### src/sv/pcm_pkg.sv
`timescale 1ns / 1ps
// ----------------------------------------------------------------------------
// pcm_pkg
// Shared types and constants of the palette colour matcher.
// ----------------------------------------------------------------------------
package pcm_pkg;

  localparam logic [1:0] KIND_EXACT   = 2'd0;
  localparam logic [1:0] KIND_ALLOC   = 2'd1;
  localparam logic [1:0] KIND_NEAREST = 2'd2;

  localparam logic MODE_LOOKUP = 1'b0;
  localparam logic MODE_LOAD   = 1'b1;

  localparam logic CFG_PALETTE_SIZE   = 1'b0;
  localparam logic CFG_RESERVED_COUNT = 1'b1;

  typedef struct packed {
    logic        mode;
    logic [7:0]  entry_index;
    logic [31:0] color_rgba;
  } pcm_in_t;

  typedef struct packed {
    logic [7:0] color_index;
    logic [1:0] match_kind;
  } pcm_out_t;

  // search window; the user keeps it fixed per scan, unenforced
  typedef struct packed {
    logic [8:0] used;
    logic [8:0] cap;
    logic [8:0] res_lo;
  } pcm_bounds_t;

  // running state of a lookup as it moves along the row of cells
  typedef struct packed {
    logic        valid;
    logic [23:0] rgb;
    logic        found_a;
    logic [7:0]  idx_a;
    logic        found_r;
    logic [7:0]  idx_r;
    logic [17:0] best_d;
    logic [7:0]  best_i;
  } pcm_token_t;

  typedef struct packed {
    logic        en;
    logic [7:0]  addr;
    logic [31:0] data;
  } pcm_write_t;

endpackage

### src/sv/pcm_cell.sv
`timescale 1ns / 1ps
// ----------------------------------------------------------------------------
// pcm_cell
// Holds one palette entry; updates the passing lookup with exact-match and
// nearest-distance results for that entry.
// ----------------------------------------------------------------------------
module pcm_cell
  import pcm_pkg::*;
#(
  parameter int IDX = 0
) (
  input  logic        clk,
  input  logic        rst,
  input  pcm_write_t  wr,
  input  pcm_bounds_t bounds,
  input  pcm_token_t  tok_in,
  output pcm_token_t  tok_out
);

  localparam logic [8:0] IDX9 = 9'(IDX);
  localparam logic [7:0] IDX8 = 8'(IDX);

  logic [31:0] entry;
  pcm_token_t  tok_next;
  logic [7:0]  dr, dg, db;
  logic [15:0] sq_r, sq_g, sq_b;
  logic [17:0] sq_dist;
  logic        match;

  function automatic logic [7:0] absdiff(input logic [7:0] a, input logic [7:0] b);
    return (a > b) ? a - b : b - a;
  endfunction

  always_comb begin
    dr      = absdiff(entry[7:0], tok_in.rgb[7:0]);
    dg      = absdiff(entry[15:8], tok_in.rgb[15:8]);
    db      = absdiff(entry[23:16], tok_in.rgb[23:16]);
    sq_r    = {8'h00, dr} * {8'h00, dr};
    sq_g    = {8'h00, dg} * {8'h00, dg};
    sq_b    = {8'h00, db} * {8'h00, db};
    sq_dist = {2'b00, sq_r} + {2'b00, sq_g} + {2'b00, sq_b};
    match   = (entry[23:0] == tok_in.rgb);
    tok_next = tok_in;
    if (!tok_in.found_a && match && (IDX9 < bounds.used)) begin
      tok_next.found_a = 1'b1;
      tok_next.idx_a   = IDX8;
    end
    if (!tok_in.found_r && match && (IDX9 >= bounds.res_lo) && (IDX9 < bounds.cap)) begin
      tok_next.found_r = 1'b1;
      tok_next.idx_r   = IDX8;
    end
    if ((IDX9 < bounds.cap) && (sq_dist < tok_in.best_d)) begin
      tok_next.best_d = sq_dist;
      tok_next.best_i = IDX8;
    end
  end

  always_ff @(posedge clk) begin
    if (rst) begin
      entry <= '0;
    end else if (wr.en && wr.addr == IDX8) begin
      entry <= wr.data;
    end
  end

  always_ff @(posedge clk) begin
    if (rst) begin
      tok_out <= '0;
    end else begin
      tok_out <= tok_next;
    end
  end

endmodule

### config.mk
export PLATFORM = sky130hd
export DESIGN_NAME = pcm_cell
export DESIGN_NICKNAME = d
export VERILOG_FILES = /design/src/sv/pcm_pkg.sv /design/src/sv/pcm_cell.sv
export SDC_FILE = /design/constraint.sdc
export NUM_CORES = 1
export LEC_CHECK = 0
export CAP_MARGIN = 20
export CORE_MARGIN = 2
export CORE_UTILIZATION = 60
export DETAILED_ROUTE_END_ITERATION = 12
export DONT_BUFFER_PORTS = 1
export GPL_ROUTABILITY_DRIVEN = 0
export PLACE_DENSITY = 0.77
export SKIP_LAST_GASP = 1
export SLEW_MARGIN = 20
export SYNTH_ARGS = -nofsm -noshare
export SYNTH_HDL_FRONTEND = slang
export SYNTH_SLANG_ARGS = --single-unit
export TNS_END_PERCENT = 1
### constraint.sdc
create_clock -name clk -period 25.9 [get_ports clk]
set_input_delay 5.18 -clock clk [delete_from_list [all_inputs] [get_ports clk]]
set_output_delay 5.18 -clock clk [all_outputs]
set_load 0.1 [all_outputs]
# [Word level (Yosys, flattened, before mapping)]
# Cells that the tools add are included.
[totals] ff_bits=93 inputBits=139 output_inout_bits=69 word_cells=47
[op_classes] add_sub_neg=8 multipliers=3 n_lt_le_gt_ge=7 eq_ne=1 mux=6 n_reduce_logical=13
[ops] cell="8-bit by 8-bit multiplier with 16-bit output" n=3
[ops] cell="8-bit subtractor" n=6
[ops] cell="26-bit 2-to-1 mux" n=1
[ops] cell="24-bit equality test" n=1
[ops] cell="8-bit > comparator" n=3
[ops] cell="8-bit 2-to-1 mux" n=3
[ops] cell="17-bit by 16-bit adder with 18-bit output" n=1
[ops] cell="1-bit by 9-bit < comparator with 1-bit output (first input constant)" n=2
[ops] cell="18-bit < comparator" n=1
[ops] cell="9-bit 2-to-1 mux" n=2
[ops] cell="16-bit by 16-bit adder with 17-bit output" n=1
[ops] cell="1-bit by 9-bit greater-or-equal comparator with 1-bit output (first input constant)" n=1
[ops] cell="8-bit logical NOT" n=1
[ops] cell="1-bit logical AND" n=7
[ops] cell="2-bit OR reduction" n=3
[ops] cell="1-bit logical NOT" n=2

# [Depth between registers and ports, before layout]
# Gate-level depths: netlist of run 1.
[logic_depth] depth_word=8 ltp_mapped=43 depth_no_buf=40

# [Least setup slack after synthesis of run 1]
# Ideal clock, no wire load.
[synth_timing] path_kind="input-to-reg" from="input tok_in[44] in the netlist's numbering" to="register tok_out[15] in the netlist's numbering" setup_ns=0.059 arrival_time_ns=14.416 required_time_ns=25.841 path_slack_ns=11.425 cell_stages=40 path_buffers=3 cell_sequence="ha_1 inv_1 fa_1 a21o_1 a21oi_1 or3b_1 a211o_1 buf_6 mux2_1 xor2_1 nand2_1 fa_1 inv_1 fa_1 inv_1 fa_1 fa_1 inv_1 (+4 left out) inv_1 ha_1 a21oi_1 nor2b_1 a311o_1 a31oi_1 o21ai_0 xor2_1 ha_1 and3_1 a221o_1 nand2_1 nand4b_1 a211oi_1 nor2b_1 clkbuf_1 buf_2 a22o_1"
[synth_between] elab_chain_cells=8 elab_cells_between_ends=10 classes_between="4 x add/sub; 1 x mul; 2 x order compare; 2 x mux; 1 x reduce/logical"
[synth_lines] item="from (decl)" line="pcm_cell.sv:16" source="input pcm_token_t tok_in,"
[synth_lines] item="8-bit subtractor / 8-bit > comparator (equally long branches)" line="pcm_cell.sv:31" source="return (a > b) ? a - b : b - a;"
[synth_lines] item="8-bit 2-to-1 mux *" line="pcm_cell.sv:31"
[synth_lines] item="8-bit by 8-bit multiplier with 16-bit output *" line="pcm_cell.sv:38" source="sq_r = {8'h00, dr} * {8'h00, dr};"
[synth_lines] item="16-bit by 16-bit adder with 17-bit output *" line="pcm_cell.sv:41" source="sq_dist = {2'b00, sq_r} + {2'b00, sq_g} + {2'b00, sq_b};"
[synth_lines] item="17-bit by 16-bit adder with 18-bit output *" line="pcm_cell.sv:41"
[synth_lines] item="18-bit < comparator" line="pcm_cell.sv:52" source="if ((IDX9 < bounds.cap) && (sq_dist < tok_in.best_d)) begin"
[synth_lines] item="1-bit logical AND" line="pcm_cell.sv:52"
[synth_lines] item="26-bit 2-to-1 mux *" line="pcm_cell.sv:52"
[synth_lines] item="to (signal assigned)" line="pcm_cell.sv:70" source="tok_out <= tok_next;"
[synth_lines] item="to (decl)" line="pcm_cell.sv:17" source="output pcm_token_t tok_out"
# Every way passes the cells marked *; elsewhere a longest branch is shown, timed or not.
# A chain may end at the register's enable or synchronous reset.

# [Worst setup path in the final report of run 1]
[layout_timing] from="input tok_in[44] in the netlist's numbering" to="register tok_out[16] in the netlist's numbering"
# The elaborated chain is that of the path after synthesis.

==> reports/metrics.yaml, run 1 <==
cells_and_area:
  area_delta_synth_final_pct: 4.716
  diodes: 0
  fin_nets: 1575
  drive_gt1_share_pct: 3.362
logic_synthesis:
  yosys_warnings: 0
  synth.most_common_cell: "inv_1"
  syn_inst: 1166
  synth_edf_count: 0
  synth_top_area_share_pct: 26.35
  syn-cell-area_um2: 10560
  ys_top_cells_by_count: "inv_1 (268), ha_1 (141), fa_1 (139)"
  async_reset_ff_share_pct: 0
  netlist_top_cells_area: "fa_1 (26%), dfxtp_1 (18%), ha_1 (17%)"
  synth_ff_type: "dfxtp_1"
  yosys.cell_types.count: 59
  ys_seq_area_share_pct: 17.63
  synth_largest_area_cell: "fa_1"
  avgSynthCellArea_um2: 9.057
  syn-num-nets: 1585
  ys_seq_elements: 93
clock_network:
  h-tree-depth: 3
  holdBufCountCts: 0
  clock_path_buffers: 2
  cts_tree: "yes"
  cts_sinks: 93
  path_clk_slew_ps: 70
  cts_root_buffer: "clkbuf_16"
  cts_buffers: 9
  post_cts_buffers: 0
  ctsResizeCount: 0
  clk_latency_ps: 370
global_routing:
  grt_overflow_total: 0
  grt_max_degree: 56
  grt_pass1_wl_mm: 35.16
  antenna_found_initial: 0
  grt_usage_pct: 24.20
  grt_pass1_vias: 7480
route:
  dr.pass1.iters: 5
  post_drt_wl_per_cell_um: 15.76
  via_per_inst: 5.444
  antenna_left: 0
  vias: 7540
  routed.top_layer: "met4"
  route.met2.wl_mm: 11.20
  wl_met3_mm: 1.427
  first_iter_violations: 378
  drc: 0
  wl_met1_mm: 8.786
  wl_mm: 21.82
setup_path:
  path_common_cell: "fa_1"
  cp.required_ps: 26200
  cp_slowest_cell: "nor2b_2"
  cp-end-kind: "flop"
  critPathMaxFanout: 18
  cp-start-kind: "input pin"
  critical-path-max-stage-delay_ps: 670
  critical_path_class: "input pin to flop"
  cp.arrival_ps: 15860
timing:
  final_max_slew_viol_count: 0
  setup_viol: 0
  rsz0062_at_grt: "false"
  fin_crit_ps: 15560
  fin_crit_sh_pct: 60.10
  setup_tns_ps: 0
  holdWs_ps: 505.1
  skew_ps: 24.01
  clock.fmax_ghz: 0.06425
  final-hold-violation-count: 0
  slew_headroom_pct: 28.56
  worstMarginPinSlew_ps: 1064
floorplanning:
  die_w_um: 136.7
  io_pins: 208
  rows: 48
  dieArea_um2: 18680
  die_y_um: 136.7
  design.core.area_um2: 17240
  initial_core_util_pct: 61.27
placed_design:
  hpwl_mm: 18.37
  numPortBuffers: 0
hold_path:
  worstHoldPathType: "flop to flop"
run:
  max-cap-violations: 0
status:
  outcome: "completed"
==> layer usage <==
metal	vias to the layer above	GRT usage (%)
met5	-	0
met2	241	42.42
met3	32	4.481
li1	3638	-
met4	0	7.234
met1	3629	30.33
==> placed cells by master (no fill, tap or decap), types with 6 or more instances in the layout <==
| cell type | instances |
|---|---|
| nand4_1 | 7 |
| nor3_1 | 8 |
| o21bai_1 | 7 |
| a22o_1 | 19 |
| nor2_1 | 136 |
| clkbuf_16 | 9 |
| ha_1 | 141 |
| nand3_1 | 8 |
| a21oi_1 | 45 |
| fa_1 | 139 |
| and2_1 | 27 |
| dfxtp_1 | 93 |
| nand2_1 | 32 |
| a31oi_1 | 6 |
| inv_1 | 268 |
| a21o_1 | 24 |
| xnor2_1 | 19 |
| mux2i_1 | 39 |
| o21ai_0 | 18 |
| xor2_1 | 17 |
| nand2b_1 | 16 |
| or2_2 | 8 |
==> critical path, delay by kind of cell <==
| family | cells | cell delay (ps) |
|---|---|---|
| adders and majority gates | 10 | 4620 |
| AOI/OAI and AO/OA | 7 | 2110 |
| xor gates and xnor gates | 2 | 820 |
| muxes | 1 | 380 |
| and+or+nand+nor | 8 | 1950 |
| buffers and inverters | 7 | 760 |
==> cell type report <==
| cell class | instances | area, µm² |
|---|---|---|
| clock buffers | 9 | 225.2 |
| clock inverters | 6 | 71.32 |
| fillers | 1400 | 6178 |
| inverters | 271 | 1017 |
| multi-input cells | 776 | 7564 |
| flip-flops and latches | 93 | 1862 |
| well taps | 225 | 281.5 |
| repair buffers | 5 | 37.54 |
==> final timing paths <==
check	slack, ps	start	cells past startpoint	end
setup reg to reg	14860	entry[0]$_SDFFE_PP0P_	34	tok_out[16]$_SDFF_PP0_
hold / removal	510	entry[23]$_SDFFE_PP0P_	2	entry[23]$_SDFFE_PP0P_
hold reg to reg	510	entry[23]$_SDFFE_PP0P_	2	entry[23]$_SDFFE_PP0P_
setup / recovery	10340	tok_in[44]	35	tok_out[16]$_SDFF_PP0_
==> state kept, by name, indices dropped and copies added (netlist names) <==
register and cells:
entry 24, tok_out 69
==> cells by family after synthesis <==
family	share of synthesized area [%]
buffers and inverters	10.77
AOI/OAI and AO/OA	9.195
adders and majority gates	43.06
and+or+nand+nor	12.06
xor gates and xnor gates	3.140
muxes	4.147
DFF	17.63
==> stage by stage <==
stage / setup slack [ps] / cells / cell area (µm²) / util, %
floorplan: 11430 / 1166 / 10560 / -
global placement: 9824 / 1370 / 10760 / 62.42
detailed placement: 10050 / 1370 / 10760 / 62.43
CTS: 10400 / 1385 / 11060 / 64.16
global route: 9786 / 1385 / 11060 / 64.16
finish: 10340 / 1385 / 11060 / 64.16
Power of run 1 is left out: the tool's default activity adds up to more than one toggle a clock period on the data nets, which glitch-free logic cannot reach.
==> run 2: changes to the inputs <==
==> constraint.sdc (replaced) <==
create_clock -name clk -period 15.59 [get_ports clk]
set_input_delay 3.118 -clock clk [delete_from_list [all_inputs] [get_ports clk]]
set_output_delay 3.118 -clock clk [all_outputs]
set_load 0.1 [all_outputs]
==> run 2 against run 1 <==
Effect of this change: register-to-register slack lost 10000 ps; first-iteration DRC count grew 7.1%; global-route usage grew 0.46 points; setup slack lost 7900 ps; critical endpoint is now tok_out[13]$_SDFF_PP0_; final area grew 0.14%; wire length grew 1.3%; core utilization grew 0.087 points; largest cell class unchanged; final cell count is essentially flat; die area is the same; critical path depth grew 2; clock skew shrank 11 ps.
==> reports/metrics.yaml, run 2 (same netlist as run 1, synthesis figures left out) <==
cells_and_area:
  nFillCells: 1410
  diodes: 0
  seq_area_um2: 1862
  largest_reg_flops: 69
  most-common-layout-cells: "inv_1 (268), ha_1 (141), fa_1 (139)"
  fin_nets: 1575
  final_common_cell: "inv_1"
  multiInputGateArea_um2: 7561
  fin_area_um2: 11070
  top_regs: "tok_out: 69 flops, entry: 24 flops"
  drive_gt1_share_pct: 3.359
  top_register: "tok_out"
  area_delta_synth_final_pct: 4.858
floorplanning:
  initial_core_util_pct: 61.27
  io_pins: 208
  dieArea_um2: 18680
  design.core.area_um2: 17240
  rows: 48
  die_y_um: 136.7
  die_w_um: 136.7
clock_network:
  clock_path_buffers: 2
  cts_root_buffer: "clkbuf_16"
  cts_tree: "yes"
  post_cts_buffers: 0
  ctsResizeCount: 0
  cts_sinks: 93
  cts_buffers: 9
  h-tree-depth: 3
  path_clk_slew_ps: 70
  holdBufCountCts: 0
  clk_latency_ps: 360
timing:
  setup_tns_ps: 0
  fin_crit_sh_pct: 84.56
  worstMarginPinSlew_ps: 1064
  final_max_slew_viol_count: 0
  fin_crit_ps: 13180
  skew_ps: 12.92
  rsz0062_at_grt: "false"
  clock.fmax_ghz: 0.07586
  final-hold-violation-count: 0
  setup_viol: 0
  slew_headroom_pct: 28.57
placed_design:
  placed_area_um2: 10760
  hpwl_mm: 18.42
  numPortBuffers: 0
run:
  max-cap-violations: 0
global_routing:
  grt_pass1_vias: 7571
  grt_pass1_wl_mm: 35.88
  grt_overflow_total: 0
  grt_usage_pct: 24.66
  antenna_found_initial: 0
  grt_max_degree: 56
route:
  drc: 0
  antenna_left: 0
  via_per_inst: 5.443
  vias: 7544
  dr.pass1.iters: 5
  first_iter_violations: 405
  post_drt_wl_per_cell_um: 15.95
  wl_mm: 22.10
setup_path:
  worstReg2RegStart: "entry[0]$_SDFFE_PP0P_"
  critical_path_class: "input pin to flop"
  critical-path-max-stage-delay_ps: 620
  cp.required_ps: 15840
  cp-end-kind: "flop"
  critPathMaxFanout: 26
  cp-start-kind: "input pin"
  cp.arrival_ps: 13430
  cp_slowest_cell: "xor2_1"
  ff2ff_path_depth: 36
  setup.worst_path.start: "tok_in[44]"
hold_path:
  worstHoldStart: "entry[15]$_SDFFE_PP0P_"
  hold_path_depth: 2
  worstHoldPathType: "flop to flop"
status:
  outcome: "completed"
## run 2: path summary, 6_finish.rpt
check | end | slack (ps)
min | entry[15]$_SDFFE_PP0P_ | 510
max | tok_out[13]$_SDFF_PP0_ | 2410
max reg2reg | tok_out[13]$_SDFF_PP0_ | 4860
min reg2reg | entry[15]$_SDFFE_PP0P_ | 510
## run 2: metrics by stage
step / setup slack (ps) / cells / utilization, % / hold WS (ps)
2_1_floorplan: 3177 / 1166 / - / 467.6
3_3_place_gp: 2264 / 1370 / 62.42 / 480.4
3_5_place_dp: 2126 / 1370 / 62.42 / 494.3
4_1_cts: 2471 / 1386 / 64.24 / 512.2
5_1_grt: 1947 / 1386 / 64.24 / 558.5
6_report: 2407 / 1386 / 64.24 / 508.1
## run 2: layout make-up
cell class / instances / share of cell area [%]
sequential: 93 / 16.81
inverter: 271 / 9.186
multi-input combinational: 776 / 68.28
clock buffer: 10 / 2.158
tap: 225 / 2.542
clock inverter: 6 / 0.6780
timing repair buffer: 5 / 0.3390
## run 2: worst max-delay path: cells and delay by family
family / cells / cell delay, ps
AO/OA/AOI/OAI: 8 / 2320
XOR/XNOR: 2 / 850
adder cells (fa/ha/maj): 10 / 4670
buffers and inverters: 8 / 810
multiplexers: 1 / 380
AND/OR/NAND/NOR: 8 / 1260
## run 2: layer usage
| layer | part of all wire (%) | global-route usage [%] |
|---|---|---|
| met5 | 0 | 0 |
| met4 | 1.2 | 5.150 |
| met3 | 6.1 | 4.778 |
| met2 | 52 | 43.64 |
| met1 | 41 | 31.36 |
Power of run 2 is left out for the same reason.
